==> src/rtl/lc2k_pkg.sv <==
// shared types, constants and opcodes of the lc2k instruction step unit
`default_nettype none

package lc2k_pkg;

   // memory size: word address width, power-of-two depth
   localparam int MEM_AW    = 16;
   localparam int MEM_WORDS = 1 << MEM_AW;

   // register file
   localparam int REG_AW    = 3;
   localparam int REG_COUNT = 1 << REG_AW;

   // item operation codes
   localparam logic OP_LOAD = 1'b0;
   localparam logic OP_EXEC = 1'b1;

   // instruction opcodes
   typedef enum logic [2:0] {
      OPC_ADD  = 3'd0,
      OPC_NAND = 3'd1,
      OPC_LW   = 3'd2,
      OPC_SW   = 3'd3,
      OPC_BEQ  = 3'd4,
      OPC_JALR = 3'd5,
      OPC_HALT = 3'd6,
      OPC_NOOP = 3'd7
   } opcode_type;

   // input item
   typedef struct packed {
      logic               operation;
      logic [15:0]        load_address;
      logic signed [31:0] load_data;
   } req_item_type;

   // result item
   typedef struct packed {
      logic [15:0]        program_counter;
      logic               halted;
      logic               reg_write_valid;
      logic [2:0]         reg_write_index;
      logic signed [31:0] reg_write_value;
      logic               mem_write_valid;
      logic [15:0]        mem_write_address;
      logic signed [31:0] mem_write_value;
   } rsp_item_type;

   // main memory access
   typedef struct packed {
      logic              en;
      logic              we;
      logic [MEM_AW-1:0] addr;
      logic [31:0]       wdata;
   } mem_req_type;

   // register file read
   typedef struct packed {
      logic              en;
      logic [REG_AW-1:0] addr_a;
      logic [REG_AW-1:0] addr_b;
   } rf_rd_type;

   // register file write
   typedef struct packed {
      logic              en;
      logic [REG_AW-1:0] idx;
      logic [31:0]       data;
   } rf_wr_type;

endpackage

`default_nettype wire

==> src/rtl/lc2k_regs.sv <==
// register file: eight words, two registered read ports, one write port
`default_nettype none

module lc2k_regs
   import lc2k_pkg::*;
(
   input  wire logic      clock,
   input  wire logic      reset,
   input  wire rf_rd_type rf_rd,
   input  wire rf_wr_type rf_wr,
   output logic [31:0]    rdata_a,
   output logic [31:0]    rdata_b
);

   logic [31:0]          reg_array [REG_COUNT];
   logic [REG_COUNT-1:0] valid_ff;
   logic [31:0]          rdata_a_ff;
   logic [31:0]          rdata_b_ff;

   // per-entry valid bits, an unwritten register reads as zero
   always_ff @(posedge clock) begin
      if (reset) begin
         valid_ff <= '0;
      end else if (rf_wr.en) begin
         valid_ff[rf_wr.idx] <= 1'b1;
      end
   end

   // storage write
   always_ff @(posedge clock) begin
      if (rf_wr.en) begin
         reg_array[rf_wr.idx] <= rf_wr.data;
      end
   end

   // registered reads
   always_ff @(posedge clock) begin
      if (rf_rd.en) begin
         rdata_a_ff <= valid_ff[rf_rd.addr_a] ? reg_array[rf_rd.addr_a] : '0;
         rdata_b_ff <= valid_ff[rf_rd.addr_b] ? reg_array[rf_rd.addr_b] : '0;
      end
   end

   assign rdata_a = rdata_a_ff;
   assign rdata_b = rdata_b_ff;

endmodule

`default_nettype wire

==> config.mk <==
export PLATFORM = sky130hd
export DESIGN_NAME = lc2k_regs
export DESIGN_NICKNAME = d
export VERILOG_FILES = /design/src/rtl/lc2k_pkg.sv /design/src/rtl/lc2k_regs.sv
export SDC_FILE = /design/constraint.sdc
export NUM_CORES = 1
export LEC_CHECK = 0
export BUFFER_PORTS_ARGS = -buffer_cell sky130_fd_sc_hd__buf_2
export CORE_AREA = 2 2 171 173
export CTS_CLUSTER_DIAMETER = 30
export DETAILED_ROUTE_END_ITERATION = 8
export DIE_AREA = 0 0 173 175
export PLACE_DENSITY = 0.68
export SLEW_MARGIN = 20
export SYNTH_ARGS = -nofsm -noshare
export SYNTH_HDL_FRONTEND = slang
export SYNTH_SLANG_ARGS = --single-unit
==> constraint.sdc <==
create_clock -name clock -period 9.5 [get_ports clock]
set_clock_uncertainty 0.05 [all_clocks]
set_input_delay 0.475 -clock clock [delete_from_list [all_inputs] [get_ports clock]]
set_output_delay 0.475 -clock clock [all_outputs]
set_load 0.05 [all_outputs]
==> reports/metrics.yaml <==
cts_hold_buf: 0
post_cts_buffers: 0
via_count: 7240
final_area_um2: 17000
gp_congestion: 0.743
crit_path_max_fanout: 33
p_per_area_nw_per_um2: 232
end_kind: "flop"
cts_tree: "done"
areaGrowthSynthToFinish_pct: 20.3
status: "finished, final reports clean"
drive_gt1_share_pct: 43.4
grt_pass1_wl_um: 47000
slew_headroom_pct: 29.6
ioPinCount: 109
crit_chain: "buf_4, mux4_1, mux2i_4, buf_4, nor2_1"
ctsRootBufferMaster: "clkbuf_16"
grt_max_degree: 66
startpoint_type: "primary input"
drc: 0
rows: 62
crit_type: "primary input to flop"
initial_core_util_pct: 49.7
post_synth.cell_area_avg_um2: 21.5
path_common_cell: "buf_4"
syn_area_um2: 14100
nets: 843
grtUsageTotal_pct: 20.9
hp-class: "primary input to flop"
hold_viol_final: 0
grt-ovfl-total: 0
synth_cell_types: 21
max_stage_delay_ps: 780
synth.area.top_cells: "edfxtp_1 68%, mux4_2 21%, mux2i_1 4.5%"
cts_buffer_depth: 3
ir_worst_vdd_mv: 0.136
synth_nets: 700
setup_viol: 0
cts.sinks: 328
drt_iter0_drc: 616
antenna_found_initial: 3
die-area_um2: 30300
place_hpwl_um: 16200
clock_latency_ps: 570
ys_ff_latch: 328
synth_top_area_share_pct: 68.1
tightest_slew_ps: 1060
first_global_vias: 7932
core_area_um2: 28400
period_needed_ps: 2640
wl_per_cell_um: 25.0
drv_cap: 0
viasPerCell: 5.87
fp.dieH_um: 175
place_area_um2: 15000
post-route-period-util_pct: 27.8
tns_ps: 0
cts_resized: 0
htree_levels: 2
yosysWarnings: 0
portBuffers: 108
fmax_ghz: 0.379
synthCells: 655
clkTransAtPathRegs_ps: 50
p_leak_nw: 5.94
fp.dieW_um: 173
cts_made_buffers: 60
arrival_ps: 2900
drv_slew: 0
synth_seq_area_share_pct: 69.3
worstPathRequired_ps: 9760
ant_nets: 0
first_pass_iters: 5
routed_wl_um: 30800
slowest_stage: "mux2i_4"
rsz0062_at_grt: "false"
synth_top_area_cell: "edfxtp_1"
==> cell type report <==
type	count	area, um^2
multi-input cells	285	4120
clock inverters	41	399
diodes	1	2.50
fillers	2092	11400
flip-flops and latches	328	9770
well taps	384	480
repair buffers	123	666
clock buffers	71	1540
==> cell families after synthesis <==
family                 Yosys count  share of synthesized area (%)
AO/OA/AOI/OAI                    3                          0.213
AND/OR/NAND/NOR                 84                           2.57
multiplexers                   198                           25.9
buffers and inverters           42                           2.02
flip-flops                     328                           69.3
==> Yosys cell counts <==
master    number
buf_6         12
edfxtp_1     320
buf_2         15
nor2_2         5
nor4bb_1       2
o21ba_2        3
nor4b_1        1
mux2i_4        1
and4b_1        2
nand2_1        2
mux4_2       130
dfxtp_1        8
buf_1          6
mux4_1         2
nor3b_1        1
mux2i_1       64
buf_4          5
nor2_1        70
clkbuf_1       4
mux2i_2        1
nor3_1         1
==> metrics by stage <==
| step | total power, W | util (%) | worst slack [ps] | hold WS (ps) | cells |
|---|---|---|---|---|---|
| finish | 0.00393 | 59.8 | 6860 | 114 | 1233 |
| floorplan | 0.00189 | - | 4960 | 399 | 655 |
| global placement | 0.00197 | 52.9 | 6270 | 414 | 1120 |
| global route | 0.00406 | 59.8 | 6710 | 117 | 1232 |
| detailed placement | 0.00198 | 52.9 | 6230 | 437 | 1120 |
| CTS | 0.00397 | 59.8 | 6840 | 93.2 | 1232 |
==> sequential cells by signal (all words and copies together), names as in the netlist <==
signal     count
valid_ff       8
rdata_a       32
rdata_b       32
reg_array    256
==> power by group <==
group / switching, W / internal (W)
registers: 0.0000219 / 0.00165
clock network: 0.000709 / 0.00128
logic: 0.000168 / 0.000111
==> critical path: cells and delay by family <==
family                 cells  cell delay [ps]
buffers and inverters      2              870
muxes                      2             1460
and+or+nand+nor            1               70
==> path summary, 6_finish.rpt <==
check	startpoint	endpoint	slack [ps]	cells past startpoint
worst max register to register	valid_ff[1]	rdata_b[9]	7140	4
worst max-delay path	rf_rd[0]	rdata_b[9]	6860	5
worst min register to register	valid_ff[1]	valid_ff[1]	440	2
worst min-delay path	reset	valid_ff[1]	110	2
==> layout by cell type, fill, tap and decap left out <==
cell and instances:
bufinv_16 4, clkinv_4 6, nor3b_2 1, nor2_1 69, and4b_2 2, diode_2 1, nor4b_2 1, buf_4 20
clkbuf_16 60, mux2i_1 64, o21ba_2 3, mux4_1 2, clkinv_2 11, nand2_1 2, dfxtp_1 8, mux2i_4 2
mux4_2 130, nor4bb_4 2, nor3_2 1, clkinvlp_4 5, nor2_4 1, nor2_2 5, buf_2 103, clkinv_1 4
clkinv_8 3, clkbuf_1 11, inv_6 8, edfxtp_1 320
==> layer usage <==
| layer | wire length, um | part of all wire (%) | GRT usage (%) | vias to the layer above |
|---|---|---|---|---|
| met5 | 24 | 0.078 | 0 | - |
| met4 | 638 | 2.1 | 6.36 | 4 |
| met3 | 2360 | 7.7 | 4.18 | 56 |
| met2 | 16000 | 52 | 36.2 | 306 |
| met1 | 11700 | 38 | 26.9 | 3794 |
| li1 | - | - | - | 3080 |
(Power assumes the default switching activity.)
