## config.mk

```make
export PLATFORM = sky130hd
export DESIGN_NAME = lc2k_seq
export DESIGN_NICKNAME = d
export VERILOG_FILES = /design/src/rtl/lc2k_pkg.sv /design/src/rtl/lc2k_seq.sv
export SDC_FILE = /design/constraint.sdc
export NUM_CORES = 1
export LEC_CHECK = 0
export BUFFER_PORTS_ARGS = -buffer_cell sky130_fd_sc_hd__buf_2
export CAP_MARGIN = 20
export CORE_MARGIN = 10
export CORE_UTILIZATION = 44
export CTS_BUF_LIST = sky130_fd_sc_hd__clkbuf_8
export DETAILED_ROUTE_END_ITERATION = 8
export GPL_TIMING_DRIVEN = 0
export PLACE_DENSITY_LB_ADDON = 0.2
export SETUP_SLACK_MARGIN = 0.3
export SLEW_MARGIN = 10
export SYNTH_ARGS = -nofsm -noshare
export SYNTH_HDL_FRONTEND = slang
export SYNTH_SLANG_ARGS = --single-unit
```

## constraint.sdc

```tcl
create_clock -name clock -period 4.6 [get_ports clock]
set_clock_uncertainty 0.2 [all_clocks]
set_input_delay 0.23 -clock clock [delete_from_list [all_inputs] [get_ports clock]]
set_output_delay 0.23 -clock clock [all_outputs]
set_load 0.1 [all_outputs]
```

## src/rtl/lc2k_pkg.sv

```systemverilog
// shared types, constants and opcodes of the lc2k instruction step unit
`default_nettype none

package lc2k_pkg;

   // memory size: word address width, power-of-two depth
   localparam int MEM_AW    = 16;
   localparam int MEM_WORDS = 1 << MEM_AW;

   // register file
   localparam int REG_AW    = 3;
   localparam int REG_COUNT = 1 << REG_AW;

   // item operation codes
   localparam logic OP_LOAD = 1'b0;
   localparam logic OP_EXEC = 1'b1;

   // instruction opcodes
   typedef enum logic [2:0] {
      OPC_ADD  = 3'd0,
      OPC_NAND = 3'd1,
      OPC_LW   = 3'd2,
      OPC_SW   = 3'd3,
      OPC_BEQ  = 3'd4,
      OPC_JALR = 3'd5,
      OPC_HALT = 3'd6,
      OPC_NOOP = 3'd7
   } opcode_type;

   // input item
   typedef struct packed {
      logic               operation;
      logic [15:0]        load_address;
      logic signed [31:0] load_data;
   } req_item_type;

   // result item
   typedef struct packed {
      logic [15:0]        program_counter;
      logic               halted;
      logic               reg_write_valid;
      logic [2:0]         reg_write_index;
      logic signed [31:0] reg_write_value;
      logic               mem_write_valid;
      logic [15:0]        mem_write_address;
      logic signed [31:0] mem_write_value;
   } rsp_item_type;

   // main memory access
   typedef struct packed {
      logic              en;
      logic              we;
      logic [MEM_AW-1:0] addr;
      logic [31:0]       wdata;
   } mem_req_type;

   // register file read
   typedef struct packed {
      logic              en;
      logic [REG_AW-1:0] addr_a;
      logic [REG_AW-1:0] addr_b;
   } rf_rd_type;

   // register file write
   typedef struct packed {
      logic              en;
      logic [REG_AW-1:0] idx;
      logic [31:0]       data;
   } rf_wr_type;

endpackage

`default_nettype wire

```

## src/rtl/lc2k_seq.sv

```systemverilog
// step sequencer: fetch, decode, execute and write back, holds pc and halt flag
`default_nettype none

module lc2k_seq
   import lc2k_pkg::*;
(
   input  wire logic         clock,
   input  wire logic         reset,
   input  wire logic         clear_busy,
   input  wire logic         hold_valid,
   input  wire req_item_type hold_item,
   input  wire logic         rsp_free,
   input  wire logic [31:0]  mem_rdata,
   input  wire logic [31:0]  rf_rdata_a,
   input  wire logic [31:0]  rf_rdata_b,
   output logic              take,
   output mem_req_type       mem_req,
   output rf_rd_type         rf_rd,
   output rf_wr_type         rf_wr,
   output logic              done,
   output rsp_item_type      result
);

   typedef enum logic [1:0] {
      ST_IDLE,
      ST_DECODE,
      ST_EXEC,
      ST_LOAD
   } state_type;

   state_type         state_ff;
   state_type         state_in;
   logic [MEM_AW-1:0] pc_ff;
   logic [MEM_AW-1:0] pc_in;
   logic              halt_ff;
   logic              halt_in;
   logic [31:0]       instr_ff;
   logic [31:0]       instr_in;

   // decoded fields of the held instruction
   opcode_type        opcode;
   logic [REG_AW-1:0] idx_a;
   logic [REG_AW-1:0] idx_b;
   logic [15:0]       field;
   logic [31:0]       offset;
   logic [31:0]       data_sum;
   logic [MEM_AW-1:0] pc_inc;
   logic              mem_wr;

   always_comb begin
      opcode   = opcode_type'(instr_ff[24:22]);
      idx_a    = instr_ff[21:19];
      idx_b    = instr_ff[18:16];
      field    = instr_ff[15:0];
      offset   = {{16{field[15]}}, field};
      data_sum = rf_rdata_b + offset;
      pc_inc   = pc_ff + MEM_AW'(1);
   end

   // next-state and datapath control
   always_comb begin
      state_in = state_ff;
      pc_in    = pc_ff;
      halt_in  = halt_ff;
      instr_in = instr_ff;
      take     = 1'b0;
      done     = 1'b0;
      mem_req  = '0;
      rf_rd    = '0;
      rf_wr    = '0;

      case (state_ff)
         ST_IDLE: begin
            if (hold_valid && !clear_busy) begin
               if (hold_item.operation == OP_LOAD) begin
                  // program load stores and reports at once
                  if (rsp_free) begin
                     take          = 1'b1;
                     done          = 1'b1;
                     mem_req.en    = 1'b1;
                     mem_req.we    = 1'b1;
                     mem_req.addr  = hold_item.load_address[MEM_AW-1:0];
                     mem_req.wdata = hold_item.load_data;
                  end
               end else if (halt_ff) begin
                  // halted machine: report state, change nothing
                  if (rsp_free) begin
                     take = 1'b1;
                     done = 1'b1;
                  end
               end else begin
                  // fetch mem[pc]
                  take         = 1'b1;
                  mem_req.en   = 1'b1;
                  mem_req.addr = pc_ff;
                  state_in     = ST_DECODE;
               end
            end
         end

         ST_DECODE: begin
            instr_in     = mem_rdata;
            rf_rd.en     = 1'b1;
            rf_rd.addr_a = mem_rdata[21:19];
            rf_rd.addr_b = mem_rdata[18:16];
            state_in     = ST_EXEC;
         end

         ST_EXEC: begin
            if (opcode == OPC_LW) begin
               mem_req.en   = 1'b1;
               mem_req.addr = data_sum[MEM_AW-1:0];
               state_in     = ST_LOAD;
            end else if (rsp_free) begin
               done     = 1'b1;
               state_in = ST_IDLE;
               pc_in    = pc_inc;
               case (opcode)
                  OPC_ADD: begin
                     rf_wr.en   = 1'b1;
                     rf_wr.idx  = field[REG_AW-1:0];
                     rf_wr.data = rf_rdata_a + rf_rdata_b;
                  end
                  OPC_NAND: begin
                     rf_wr.en   = 1'b1;
                     rf_wr.idx  = field[REG_AW-1:0];
                     rf_wr.data = ~(rf_rdata_a & rf_rdata_b);
                  end
                  OPC_SW: begin
                     mem_req.en    = 1'b1;
                     mem_req.we    = 1'b1;
                     mem_req.addr  = data_sum[MEM_AW-1:0];
                     mem_req.wdata = rf_rdata_a;
                  end
                  OPC_BEQ: begin
                     if (rf_rdata_a == rf_rdata_b) begin
                        pc_in = pc_inc + offset[MEM_AW-1:0];
                     end
                  end
                  OPC_JALR: begin
                     // link written first, so equal indexes jump to pc + 1
                     rf_wr.en   = 1'b1;
                     rf_wr.idx  = idx_a;
                     rf_wr.data = 32'(pc_inc);
                     pc_in      = (idx_a == idx_b) ? pc_inc : rf_rdata_b[MEM_AW-1:0];
                  end
                  OPC_HALT: begin
                     halt_in = 1'b1;
                     pc_in   = pc_ff;
                  end
                  default: begin
                  end
               endcase
            end
         end

         ST_LOAD: begin
            if (rsp_free) begin
               done       = 1'b1;
               state_in   = ST_IDLE;
               pc_in      = pc_inc;
               rf_wr.en   = 1'b1;
               rf_wr.idx  = idx_a;
               rf_wr.data = mem_rdata;
            end
         end

         default: begin
            state_in = ST_IDLE;
         end
      endcase
   end

   // result fields, zero where nothing was written
   always_comb begin
      mem_wr                   = mem_req.en && mem_req.we;
      result                   = '0;
      result.program_counter   = 16'(pc_in);
      result.halted            = halt_in;
      result.reg_write_valid   = rf_wr.en;
      result.reg_write_index   = rf_wr.idx;
      result.reg_write_value   = rf_wr.data;
      result.mem_write_valid   = mem_wr;
      result.mem_write_address = mem_wr ? 16'(mem_req.addr) : '0;
      result.mem_write_value   = mem_wr ? mem_req.wdata : '0;
   end

   always_ff @(posedge clock) begin
      if (reset) begin
         state_ff <= ST_IDLE;
         pc_ff    <= '0;
         halt_ff  <= 1'b0;
      end else begin
         state_ff <= state_in;
         pc_ff    <= pc_in;
         halt_ff  <= halt_in;
      end
      instr_ff <= instr_in;
   end

endmodule

`default_nettype wire

```

==> run summary <==
The run finished with clean final reports. The sequential group share of total power is 28.4%, and the number of buffers and inverters on the critical path is 1. The most used flip-flop cell after synthesis is sky130_fd_sc_hd__edfxtp_1.

The kind of critical path was register to output pin. In the final timing run, aggregate negative setup slack is 0 ns. Counting instances, the worst hold path has a depth of 2.

The count of nets left with antenna violations once routing finished came out at 0. For this design the ratio of total power to cell area is 142 nW/um^2. The run gives 17300 um^2 as the core area. Summing over every cut layer, the via total after detailed routing is 10100. After synthesis, flip-flops and latches occupy 14.6% of the total area.

The largest vdd supply drop is 106 uV, and the mean routed wirelength per cell is 23.2 um. The area growth from synthesis to layout is 36.8%. The mean instance size in the synthesized netlist works out to 7.54 um^2.

For the instance count of the mapped netlist, the log shows 1028. Headroom to the max-slew limit came out at 40.0%. On the final layout, the worst hold slack is 0.0347 ns.

The shortest period the worst path allows was 4.30 ns; the number of storage elements in the synthesis netlist was 44. For hold timing, the worst endpoint is pc_ff[14]. Timing analysis after detailed placement gives a worst setup slack of 0.440 ns. The run gives 23300 um^2 as the die area.

The biggest area contributor in the post-synthesis netlist is sky130_fd_sc_hd__ha_1. Yosys attributes the largest share of cell area to sky130_fd_sc_hd__ha_1 11%, sky130_fd_sc_hd__edfxtp_1 9.7%, sky130_fd_sc_hd__a22o_1 8.7%. The logs give 4 for the number of antenna violations at the first check in global routing and 9973 for the number of global-route vias before repair. Final number of max-transition violations: 0. Summing every instance area after synthesis gives 7750 um^2.

The overall fraction of global-route tracks in use came out at 30.4%. Worst-path cell with the longest stage delay: sky130_fd_sc_hd__a2111oi_2. Setup slack on the critical path of the routed design comes to 0.302 ns. TritonCTS built the clock tree. The floorplan has 48 rows.

In the synthesized netlist the async set-or-reset flop fraction comes to 0%. The worst register-to-register path has a setup slack of 0.90 ns. At the pin with the least slew margin, the transition time is 0.892 ns. The tools report the H-tree depth as 2. The endpoint type of the worst setup path was an output pin. Walking the worst path, the cells encountered are ha_1 > fa_1 > a21oi_1 > o21bai_2 > a2111oi_2 > o31ai_2 > a2111oi_2 > nor4b_2 > mux2i_1 > a221o_1 > and2_2 > buf_2. Gate family responsible for the most delay along the worst path: compound AO/OA/AOI/OAI gates. Yosys mapped a number of flops with a built-in enable equal to 25. For this design the total switching power over the nets is 0.668 mW.

The startpoint class of the critical path is a register. Internal power comes to 0.840 mW. The clock input transition at the sequential cells of the worst setup and hold paths came out at 0.10 ns.

In this design, the stage delay of the slowest critical-path cell is 0.50 ns. For this design the top-level I/O count stands at 347. STA puts the critical path data required time at 4.17 ns. The cell depth of the worst flop-to-flop path was 14; the logic gate share of total power was 49.7%. The worst register-to-register path ends at pc_ff[15]. The congestion estimate from routability-driven global placement came to 1.01. The maximum number of pins on one net before global-route repair was 33; the number of search-and-repair iterations in the first detailed-routing pass was 7.

The top cell type by area accounts for 10.7% of the synthesized area. Dividing the detail-routed via count by the number of cells gives 6.14. The post-route clock period utilization was 93.4%. Cells fill 61.3% of the core in the end. Start of the worst register-to-register path: pc_ff[7].

Across the run, the number of max-cap violations was 0. The logs give 3.87 ns for the data arrival at the endpoint of the critical path and 1633 for the number of nets in the final layout. The tightest min-delay check is of the input pin to register type. The total global routing overflow came out at 0.

CTS saw 44 sinks. The maximum fanout along the worst path is 3. Count of final hold-check violations: 0. In this run the deepest clock path goes through 2 buffers. In the routed design, unresolved DRC markers number 0.

The initial utilization of the core area, before any placement, comes to 44.8%. Per report_power, the clock group accounts for 22.0% of the total. The leakage power total was 5.33 nW; the y dimension of the die was 153 um. The logs give 79 for the unique cell type count in the Yosys netlist and 0 for the count of final setup violators. The later pin in the worst-skew pair is clocked with a latency of 0.34 ns.

For the final routed wirelength across all metal layers, the log shows 38200 um. The root buffer selected by CTS was sky130_fd_sc_hd__clkbuf_8. For the count of yosys warnings during synthesis, the log shows 0.

Derived from the worst setup path, the maximum achievable clock frequency is 233 MHz. The most numerous cell type found on the critical path is sky130_fd_sc_hd__a2111oi_2. Setup repair after global routing could not meet its margin everywhere.

After the first detailed-routing iteration, the DRC count stood at 1032. In this run the most critical hold path is launched from reset. Cells with a size suffix above 1 make up 34.8% of the layout. The first global-routing pass estimated 57400 um of wire. In this run the tool buffered the top-level ports with 346 buffer cells. The die is 153 um wide. Synthesis produced a netlist with a net count of 1247.

Detailed placement ended at an HPWL of 31700 um. Net switching is 44.3% of the power. Counting the buffers created by CTS gives 5.
## worst register-to-register path: cells and delay by family (launching register included)
| family | cells | cell delay [ns] |
|---|---|---|
| xor+xnor | 1 | 0.36 |
| simple gates | 6 | 1.14 |
| flops | 1 | 0.32 |
| buf+inv | 1 | 0.25 |
| compound gates | 5 | 0.93 |
| fa+ha+maj | 1 | 0.38 |
## cell families (layout without fill, tap and decap cells)
group | count (synthesis) | in the layout | synth area share, %
fa+ha+maj | 69 | 69 | 11.4
flops | 44 | 44 | 14.6
xor+xnor | 67 | 67 | 7.57
buf+inv | 147 | 534 | 9.18
other cells | 0 | 4 | 0
mux | 7 | 7 | 0.936
simple gates | 303 | 303 | 19.3
compound gates | 391 | 391 | 37.0
## area by class of cell
type                            instances  area (um^2)
Clock buffer                            5         68.8
Sequential cell                        44         1140
Tap cell                              225          282
Multi-Input combinational cell        837         6230
Clock inverter                          3         47.5
Inverter                               40          150
Antenna cell                            4         10.0
Fill cell                            1655         6690
Timing Repair Buffer                  379         2110
Buffer                                107          566
## worst max-delay path by stage
stage           startpoint          end  slack, ns  depth (start not counted)
2_1_floorplan     pc_ff[1]    pc_ff[15]       0.24                         14
3_3_place_gp      pc_ff[0]  result[100]       0.53                         15
3_5_place_dp   instr_ff[0]   result[46]       0.44                         12
4_1_cts        instr_ff[1]   result[46]       0.21                         11
5_1_grt        instr_ff[0]   result[46]       0.12                         12
6_report       instr_ff[0]   result[46]       0.30                         12
## Yosys cell counts, drive strengths merged (3+ instances only)
library cell	instances
o22ai	13
a22oi	11
nor2	78
xnor2	40
nor3	15
nand3	22
xor2	27
nand4	8
o31a	3
o21a	8
inv	40
o31ai	5
o21ai	60
o21bai	10
a211oi	10
buf	57
and2	15
mux2i	5
edfxtp	25
fa	3
a22o	77
nand2	88
o211ai	5
o221ai	17
and3	11
a31o	4
nand2b	11
nor2b	28
or2	5
clkbuf	50
ha	66
a222oi	18
a31oi	10
dfxtp	19
a2111oi	4
and4	4
o221a	3
a221o	7
a21o	22
nor4	12
a21oi	76
a211o	4
a221oi	9
## layout by cell type, fill, tap and decap left out, drive strengths merged, types with 40 or more instances in the layout
cell	Yosys	routed
inv	40	40
xnor2	40	40
a22o	77	77
o21ai	60	60
buf	57	407
a21oi	76	76
clkbuf	50	59
nor2	78	78
nand2	88	88
ha	66	66
## power by group through the flow
stage,sequential [mW],clock [mW],combinational [mW]
final,0.428,0.331,0.749
after global routing,0.428,0.346,0.804
after CTS,0.428,0.335,0.735
after detailed placement,0.437,0,0.713
after global placement,0.437,0,0.705
after floorplan,0.434,0,0.502
## registers in the layout, summed over array words and instances (netlist names)
name      count
halt_ff       1
state_ff      2
instr_ff     25
pc_ff        16
## timing repair
item                                    in CTS  in global routing
cloned                                       0                  0
hold buffers                                25                  0
pin swaps                                    1                  7
gates resized for setup                      3                 34
endpoints found under the setup margin       6                 51
setup buffers                                1                  4
hold endpoints to repair                    25                  0
## routing by layer
metal  part of all wire [%]  track usage, %  vias to the layer above
li1                       -               -                     4634
met1                     37            33.0                     4742
met2                     49            53.4                      608
met3                    9.7            8.78                      108
met4                    4.4            14.1                        0
met5                      0               0                        -
## through the flow
stage	instance area, um^2	instances	total power, mW
after floorplan	7990	1028	0.936
after global placement	10000	1599	1.14
after detailed placement	10000	1602	1.15
after CTS	10400	1636	1.50
after global routing	10600	1644	1.58
final	10600	1644	1.51
Power figures use the tool's default switching activity.
